===== config.mk =====
export PLATFORM = sky130hd
export DESIGN_NAME = swf_div_cell
export DESIGN_NICKNAME = d
export VERILOG_FILES = /design/src/hdl/swf_pkg.sv /design/src/hdl/swf_div_cell.sv
export SDC_FILE = /design/constraint.sdc
export NUM_CORES = 1
export LEC_CHECK = 0
export ABC_AREA = 1
export BUFFER_PORTS_ARGS = -buffer_cell sky130_fd_sc_hd__clkbuf_2
export CAP_MARGIN = 20
export CORE_UTILIZATION = 28
export CTS_CLUSTER_SIZE = 16
export DETAILED_ROUTE_END_ITERATION = 7
export GPL_TIMING_DRIVEN = 0
export PLACE_DENSITY_LB_ADDON = 0.1
export SETUP_SLACK_MARGIN = 0.2
export SLEW_MARGIN = 20
export SYNTH_ARGS = -nofsm -noshare
export SYNTH_HDL_FRONTEND = slang
export SYNTH_SLANG_ARGS = --single-unit

===== constraint.sdc =====
create_clock -name i_clk -period 1.96 [get_ports i_clk]
set_clock_uncertainty 0.05 [all_clocks]
set_input_delay 0.196 -clock i_clk [delete_from_list [all_inputs] [get_ports i_clk]]
set_output_delay 0.196 -clock i_clk [all_outputs]
set_load 0.01 [all_outputs]

===== src/hdl/swf_pkg.sv =====
// Shared types and constants for the sigma window filter.
package swf_pkg;

    localparam int QUO_W      = 8;
    localparam int ROW_W      = 13;
    localparam int MAX_HEIGHT = 4096;
    localparam int CFG_DATA_W = 13;
    localparam int CFG_IDX_W  = 2;

    localparam logic [CFG_IDX_W-1:0] REG_LINE_WIDTH   = 2'd0;
    localparam logic [CFG_IDX_W-1:0] REG_FRAME_HEIGHT = 2'd1;
    localparam logic [CFG_IDX_W-1:0] REG_HALF_WINDOW  = 2'd2;
    localparam logic [CFG_IDX_W-1:0] REG_THRESHOLD    = 2'd3;

    localparam logic ACT_PIXEL = 1'b0;
    localparam logic ACT_DRAIN = 1'b1;

    typedef enum logic [2:0] {
        ST_IDLE,
        ST_CENTRE,
        ST_SCAN,
        ST_TAIL,
        ST_DIV
    } t_state;

endpackage


===== src/hdl/swf_div_cell.sv =====
// One restoring-division cell: resolves one quotient bit and passes on.
module swf_div_cell
    import swf_pkg::*;
#(
    parameter int SUM_W = 16,
    parameter int CNT_W = 8,
    parameter int BIT   = 7
) (
    input  logic              i_clk,
    input  logic              i_rst_n,
    input  logic              i_vld,
    input  logic [SUM_W-1:0]  i_rem,
    input  logic [CNT_W-1:0]  i_den,
    input  logic [QUO_W-1:0]  i_quo,
    output logic              o_vld,
    output logic [SUM_W-1:0]  o_rem,
    output logic [CNT_W-1:0]  o_den,
    output logic [QUO_W-1:0]  o_quo
);

    localparam int DW = SUM_W + QUO_W;

    logic             r_vld;
    logic [SUM_W-1:0] r_rem;
    logic [CNT_W-1:0] r_den;
    logic [QUO_W-1:0] r_quo;
    logic [DW-1:0]    den_sh;
    logic [DW-1:0]    rem_x;
    logic [DW-1:0]    diff;
    logic             take;

    always_comb begin
        den_sh = DW'(i_den) << BIT;
        rem_x  = DW'(i_rem);
        diff   = rem_x - den_sh;
        take   = rem_x >= den_sh;
    end

    always_ff @(posedge i_clk) begin
        if (!i_rst_n) begin
            r_vld <= 1'b0;
        end else begin
            r_vld <= i_vld;
        end
        r_den <= i_den;
        r_rem <= take ? diff[SUM_W-1:0] : i_rem;
        r_quo <= i_quo | (take ? (QUO_W'(1) << BIT) : QUO_W'(0));
    end

    assign o_vld = r_vld;
    assign o_rem = r_rem;
    assign o_den = r_den;
    assign o_quo = r_quo;

endmodule


## Word-level counts from Yosys, hierarchy flattened

Cells that the tools add are included.
Widths: inputs -> output; s select.

- Add/sub/neg operators: 1
- $lt $le $gt $ge: 1
- Multiplexer cells: 2
- Bitwise gates (word level): 1

Operators by type and width:

| kind | number |
|---|---|
| $ge 16x15->1 | 1 |
| $mux 16 | 1 |
| $sub 16x15->16 | 1 |
| $mux 8 | 1 |
| $or 8x8->8 | 1 |

- Register bits: 33
- Output and inout port bits: 33
- Word-level logic and storage cells: 9

## Longest topological paths before layout

Gate-level depths: netlist (run 1).

- Word-level depth: 3
- Mapped depth: 12

## Worst setup path after synthesis (run 1)

No wires, ideal clock.

- Kind: input port to flip-flop
- Start: input i_den[2]
- End: register r_rem[14], in the netlist o_rem[14]
- Setup time: 0.111 ns
- Arrival time: 1.271 ns
- Required time: 1.799 ns
- Slack: 0.528 ns
- Stages on the path: 10
- Cell sequence: inv_1 -> ha_1 -> nand2_1 -> nand2_1 -> nand2_2 -> nand2_4 -> a21oi_4 -> nand2_4 -> nand2_2 -> nand2_2

- Cells in the longest elaborated chain, start to end: 2
- Elaborated cells between the ends (all ways): 3

Ends and longest elaborated chain:

| element | line | RTL |
|---|---|---|
| from (decl) | swf_div_cell.sv:13 | `input logic [CNT_W-1:0] i_den,` |
| $sub 16x15->16 / $ge 16x15->1 (equally long branches) | swf_div_cell.sv:35, swf_div_cell.sv:36 |  |
| $mux 16 * | swf_div_cell.sv:46 | `r_rem <= take ? diff[SUM_W-1:0] : i_rem;` |
| to (signal assigned) | swf_div_cell.sv:46 |  |
| to (decl) | swf_div_cell.sv:24 | `logic [SUM_W-1:0] r_rem;` |

Mark *: on every way between the ends. The rest lies on a longest branch, timed or not.
A chain may end at the register's enable or synchronous reset.

## Worst setup path in the final report (run 1)

- Start: input i_den[2]
- End: register r_rem[7], in the netlist o_rem[7]

- Cells in the longest elaborated chain, start to end: 2

Ends and longest elaborated chain:

| element | line | RTL |
|---|---|---|
| $ge 16x15->1 | swf_div_cell.sv:36 | `take = rem_x >= den_sh;` |
| $mux 16 | swf_div_cell.sv:46 |  |

No other way between the ends.

==> results of run 1 <==
[sequential cells by signal, indices dropped and copies added (netlist names)]
name,count
o_quo,8
o_vld,1
o_den,8
o_rem,16
[routing by layer]
metal  routed length [um]  global-route usage [%]  up-vias
li1                     -                       -      711
met1                 1480                    15.5      565
met2                 1440                    21.9       43
met3                  196                    3.61        5
met4                   49                    5.23        0
met5                    0                       0        -
[cell families after synthesis]
kind of cell	after synthesis	synth area share, %
simple gates	89	29.6
compound gates	5	2.80
flops	33	47.6
buf+inv	35	9.47
fa+ha+maj	9	8.66
xor+xnor	3	1.89
[power by group through the flow]
stage,Clock [W],Sequential (W),Combinational (W)
after floorplan,0,0.000794,0.000170
after global placement,0,0.000760,0.000334
after detailed placement,0,0.000760,0.000334
after CTS,0.000503,0.000744,0.000368
after global routing,0.000535,0.000749,0.000414
final,0.000475,0.000744,0.000364
[repair_timing]
action                                  CTS  global route
endpoints found under the setup margin    0             0
hold endpoints to repair                 21             0
hold buffers                             21             0
[per-stage QoR]
| step | utilization, % | setup WS [ps] | area (um2) |
|---|---|---|---|
| final | 44.2 | 485 | 2100 |
| after global routing | 44.2 | 345 | 2100 |
| after CTS | 44.2 | 469 | 2100 |
| after detailed placement | 38.0 | 180 | 1810 |
| after global placement | 38.0 | 168 | 1810 |
| after floorplan | - | 528 | 1390 |
[layout make-up]
type | count | area [um2] | share of cell area [%]
flip-flops and latches | 33 | 661 | 31.5
multi-input cells | 106 | 596 | 28.4
repair buffers | 88 | 546 | 26.0
inverters | 35 | 131 | 6.26
well taps | 67 | 83.8 | 3.99
clock buffers | 6 | 72.6 | 3.46
clock inverters | 2 | 10.0 | 0.477
[how the worst min path moves through the flow]
stage,end
2_1_floorplan,o_den[0]
3_3_place_gp,o_quo[1]
3_5_place_dp,o_quo[2]
4_1_cts,o_den[1]
5_1_grt,o_den[1]
6_report,o_den[1]
[layout by cell type (no fill, tap or decap), drive strengths merged]
| master | n |
|---|---|
| nor3 | 1 |
| nand4 | 1 |
| and2 | 1 |
| xnor2 | 1 |
| ha | 8 |
| dlygate4sd3 | 21 |
| nand2 | 61 |
| nand3b | 1 |
| o21bai | 1 |
| a21oi | 4 |
| xor2 | 2 |
| fa | 1 |
| nor2 | 9 |
| inv | 34 |
| nand3 | 15 |
| dfxtp | 33 |
| clkinv | 3 |
| clkbuf | 73 |
==> flow_metrics.tcl, run 1 <==
set metrics [dict create \
    power_frac_clock_pct 30.0 \
    power_leakage_nw 1.19 \
    tritoncts "done" \
    synth_cell_types 22 \
    max_freq_mhz 678 \
    rsz0062_at_grt "false" \
    finalNetCount 313 \
    synthArstFlopShare_pct 0 \
    vdd_drop_max_mv 0.240 \
    synth_most_common_cell "nand2_1" \
    switchingPower_w 0.000441 \
    comb_power_share_pct 23.0 \
    routedWlPerCell_um 9.39 \
    grt_pass1_wl_um 5220 \
    startpoint "i_den[2]" \
    yosysWarningCount 0 \
    syn_area_mm2 0.00139 \
    yosysSeqAreaShare_pct 47.6 \
    clock_tree.buffer_depth 2 \
    hold_violations 0 \
    ys_top_cells_by_area "dfxtp_1 (48%), nand2_1 (14%), inv_1 (8.7%)" \
    stdcell_count 337 \
    cts-root-buf "clkbuf_8" \
    grt_antenna_before_repair 0 \
    synth_seq_cells 33 \
    slew_headroom_pct 75.6 \
    overflow 0 \
    dp_hpwl_um 2300 \
    io_pins 68 \
    grt_max_degree 11 \
    numCtsBuffers 5 \
    rows 25 \
    synth_flop_cell "dfxtp_1" \
    min_path_type "in -> reg" \
    cp.required_ps 2080 \
    hold_slack_ps 11.3 \
    crit_arrival_ps 1600 \
    internal-power_w 0.00114 \
    status "completed" \
    h-tree-depth 2 \
    synth_area_leader_cell "dfxtp_1" \
    drtIter0Drc 27 \
    critPathLaunchType "input pin" \
    dp_cells 308 \
    vias_per_cell 3.93 \
    netlist_top_cells_count "nand2_1 (53), dfxtp_1 (33), inv_1 (32), nand3_1 (14)" \
    pwr-share-seq_pct 47.0 \
    whs_path_depth 1 \
    die_area_mm2 0.00524 \
    syn_nets 218 \
    worst-path-stages 11 \
    synth_edf_count 0 \
    syn_inst 174 \
    fin_crit_ps 1480 \
    path_class "in -> reg" \
    cp_max_fo 10 \
    fp.dieW_um 72.4 \
    setup_viol 0 \
    vias 1324 \
    drv_slew 0 \
    tightest_slew_ps 365 \
    drc 0 \
    drv_cap 0 \
    postCtsSetupBuffers 0 \
    antenna_cells 0 \
    antenna_left 0 \
    drive_above_1_share_pct 32.6 \
    min_from "i_den[1]" \
    avgSynthCellArea_um2 7.97 \
    synth_top_area_share_pct 47.6 \
    power.share.switching_pct 27.9 \
    slowest_stage "ha_1" \
    port_buffers 67 \
    cp_common_cell "nand2_1" \
    crit_end "o_rem[7]" \
    fillers 530 \
    critPathTopFamily "simple AND/OR/NAND/NOR gates" \
    period_share_pct 75.3 \
    fin_tns_setup_ps 0 \
    grt_usage_pct 13.0 \
    coreArea_mm2 0.00475 \
    start_util_pct 29.2 \
    critPathMaxStageDelay_ps 360 \
    grt_pass1_vias 1239 \
    routed_wl_um 3160 \
    powerDensity_mw_per_mm2 754 \
    gp_congestion 0.863 \
    syn2layout_area_growth_pct 51.3 \
    end_kind "register" \
    path_cells "clkbuf_2 -> inv_1 -> ha_1 -> nand2_1 -> nand2_1 -> nand2_2 -> nand2_4 -> a21oi_4 -> nand2_4 -> nand2_1 -> nand2_1" \
    critPathBufInv 2 \
    die_height_um 72.4 \
    ctsResizeCount 0 \
    drt-pass1-iter-count 4 \
    cts_num_sinks 33 \
    path_clk_slew_ps 70 \
    totalPowerFinal_w 0.00158 \
]
Power figures use the tool's default switching activity.
==> run 2, diff against run 1 <==
Settings changed: ABC_AREA 1 to 0.
Clock period 1.96 ns to 1.28 ns, I/O delays scaled along.
==> run 2 against run 1 <==
  * Sequential share of layout area fell by 2.4 points
  * Hold slack worse by 9.6 ps
  * Cell count down 19%
  * Largest cell class is now buffers
  * Combinational power increased by 88%
  * Cell area is 8.4% higher
  * The flow now finishes with violations (negative setup slack)
  * Area after synthesis down 12%
  * Highest routed layer unchanged
  * Power grew 79%
==> flow_metrics.tcl, run 2 <==
set metrics [dict create \
    die_area_mm2 0.00465 \
    final.setup.worst_slack_ps -252 \
    syn_inst 112 \
    fp.dieW_um 68.2 \
    drv_cap 0 \
    path_clk_slew_ps 60 \
    grt_pass1_wl_um 4920 \
    rows 23 \
    final_cell_mix "clkbuf_2 (64), dfxtp_1 (33), dlygate4sd3_1 (24)" \
    yosysWarningCount 0 \
    fin_crit_ps 1530 \
    overflow 0 \
    power_leakage_nw 1.10 \
    synth_cell_types 31 \
    cts-root-buf "clkbuf_8" \
    critPathMaxStageDelay_ps 360 \
    yosysSeqAreaShare_pct 53.8 \
    synthArstFlopShare_pct 0 \
    drt-pass1-iter-count 4 \
    die_height_um 68.2 \
    synth_area_leader_cell "dfxtp_1" \
    antenna_left 0 \
    finalNetCount 265 \
    cts_num_sinks 33 \
    numCtsBuffers 5 \
    io_pins 68 \
    drtIter0Drc 29 \
    critPathLaunchType "input pin" \
    grt_usage_pct 14.8 \
    synth_top_area_share_pct 53.8 \
    vias 1197 \
    antenna_cells 0 \
    start_util_pct 29.8 \
    crit_arrival_ps 1650 \
    clock_tree.buffer_depth 2 \
    end_kind "register" \
    rsz0062_at_grt "true" \
    period_share_pct 120 \
    cp_max_fo 8 \
    dp_hpwl_um 2170 \
    coreArea_mm2 0.00412 \
    totalPowerFinal_w 0.00284 \
    routed_wl_um 3210 \
    fin_area_mm2 0.00228 \
    status "finished with violations" \
    port_buffers 67 \
    slew_headroom_pct 74.8 \
    path_class "in -> reg" \
    tritoncts "done" \
    synth_most_common_cell "dfxtp_1" \
    syn_area_mm2 0.00123 \
    vias_per_cell 4.40 \
    gp_congestion 0.796 \
    setup_viol 10 \
    synth_flop_cell "dfxtp_1" \
    drive_above_1_share_pct 51.4 \
    hold_slack_ps 1.72 \
    synth_edf_count 0 \
    tightest_slew_ps 374 \
    powerDensity_mw_per_mm2 1250 \
    slowest_stage "or3_4" \
    min_path_type "in -> reg" \
    grt_pass1_vias 1161 \
    syn2layout_area_growth_pct 85.4 \
    ys_top_cells_by_area "dfxtp_1 (54%), ha_1 (8.2%), mux2_2 (5.5%)" \
    largest_reg_flops 16 \
    violations "negative setup slack" \
    synth_seq_cells 33 \
    drc 0 \
    grt_max_degree 11 \
    dpl_cell_area_mm2 0.00169 \
    h-tree-depth 2 \
    cp.required_ps 1400 \
    vdd_drop_max_mv 0.457 \
    drv_slew 0 \
    syn_nets 156 \
    path_cells "clkbuf_16 -> inv_12 -> ha_4 -> nor4b_4 -> a21oi_1 -> or3_4 -> nand4_4 -> mux2_4" \
    grt_antenna_before_repair 0 \
    avgSynthCellArea_um2 11.0 \
    hold_violations 0 \
    netlist_top_cells_count "dfxtp_1 (33), inv_1 (13), a21oi_1 (9), ha_1 (8), mux2_2 (6)" \
    routedWlPerCell_um 11.8 \
    final_common_cell "clkbuf_2" \
    max_freq_mhz 653 \
]
## run 2: cell types whose count changed after synthesis, moves of 5 or more
cell and change:
nand2_1 -49, inv_1 -19, nand3_1 -11, a21oi_1 +6, mux2_2 +6, nand2_2 -5
## run 2: worst max-delay path: cells and delay by family
kind                       cells  cell delay (ps)
AOI/OAI and AO/OA              1              100
buffers and inverters          2              150
muxes                          1              320
adders and majority gates      1              250
and+or+nand+nor                3              710
## run 2: area by class of cell
type / instances / area [um2]
Clock buffer: 7 / 86.3
Fill cell: 385 / 1840
Clock inverter: 1 / 30.0
Sequential cell: 33 / 661
Multi-Input combinational cell: 66 / 681
Tap cell: 50 / 62.6
Timing Repair Buffer: 102 / 694
Inverter: 13 / 61.3
## run 2: logic make-up (layout without fill, tap and decap cells)
| logic type | count (synthesis) | after routing | synth area share, % |
|---|---|---|---|
| muxes | 8 | 8 | 7.14 |
| DFF | 33 | 33 | 53.8 |
| adders and majority gates | 9 | 9 | 9.79 |
| buffers and inverters | 13 | 123 | 3.98 |
| xor gates and xnor gates | 3 | 3 | 2.14 |
| AOI/OAI and AO/OA | 21 | 21 | 10.2 |
| and+or+nand+nor | 25 | 25 | 12.9 |
## run 2: repair_timing
| action | 4_1_cts | 5_1_grt |
|---|---|---|
| pin swaps | 7 | 9 |
| endpoints found under the hold margin | 24 | 1 |
| resized for setup | 13 | 14 |
| endpoints found under the setup margin | 10 | 10 |
| hold buffers | 23 | 1 |
| setup buffers | 3 | 8 |
## run 2: report_power, final
part / switching (W) / internal (W) / leakage (nW)
clock network: 0.000375 / 0.000634 / 0.0585
logic: 0.000294 / 0.000390 / 0.766
registers: 0.0000219 / 0.00112 / 0.278
total: 0.000690 / 0.00215 / 1.10
## run 2: per-stage QoR
stage          cells  TNS [ps]  utilization (%)  setup WS, ps
2_1_floorplan    112     -3060                -          -376
3_3_place_gp     229     -6450             41.1          -722
3_5_place_dp     229     -6560             41.1          -732
4_1_cts          263     -2890             52.1          -352
5_1_grt          272     -2850             55.3          -309
6_report         272     -2230             55.3          -252
## run 2: final timing paths
kind	end	depth (start not counted)	from	slack (ps)
max	o_rem[12]	8	i_rem[7]	-250
min	o_vld	2	i_rst_n	2
## run 2: layer usage
| metal | GRT usage, % | vias up | wire [um] |
|---|---|---|---|
| met4 | 6.25 | 0 | 55 |
| met2 | 27.3 | 48 | 1690 |
| met5 | 0 | - | 0 |
| met1 | 14.6 | 540 | 1250 |
| li1 | - | 604 | - |
| met3 | 5.50 | 5 | 221 |
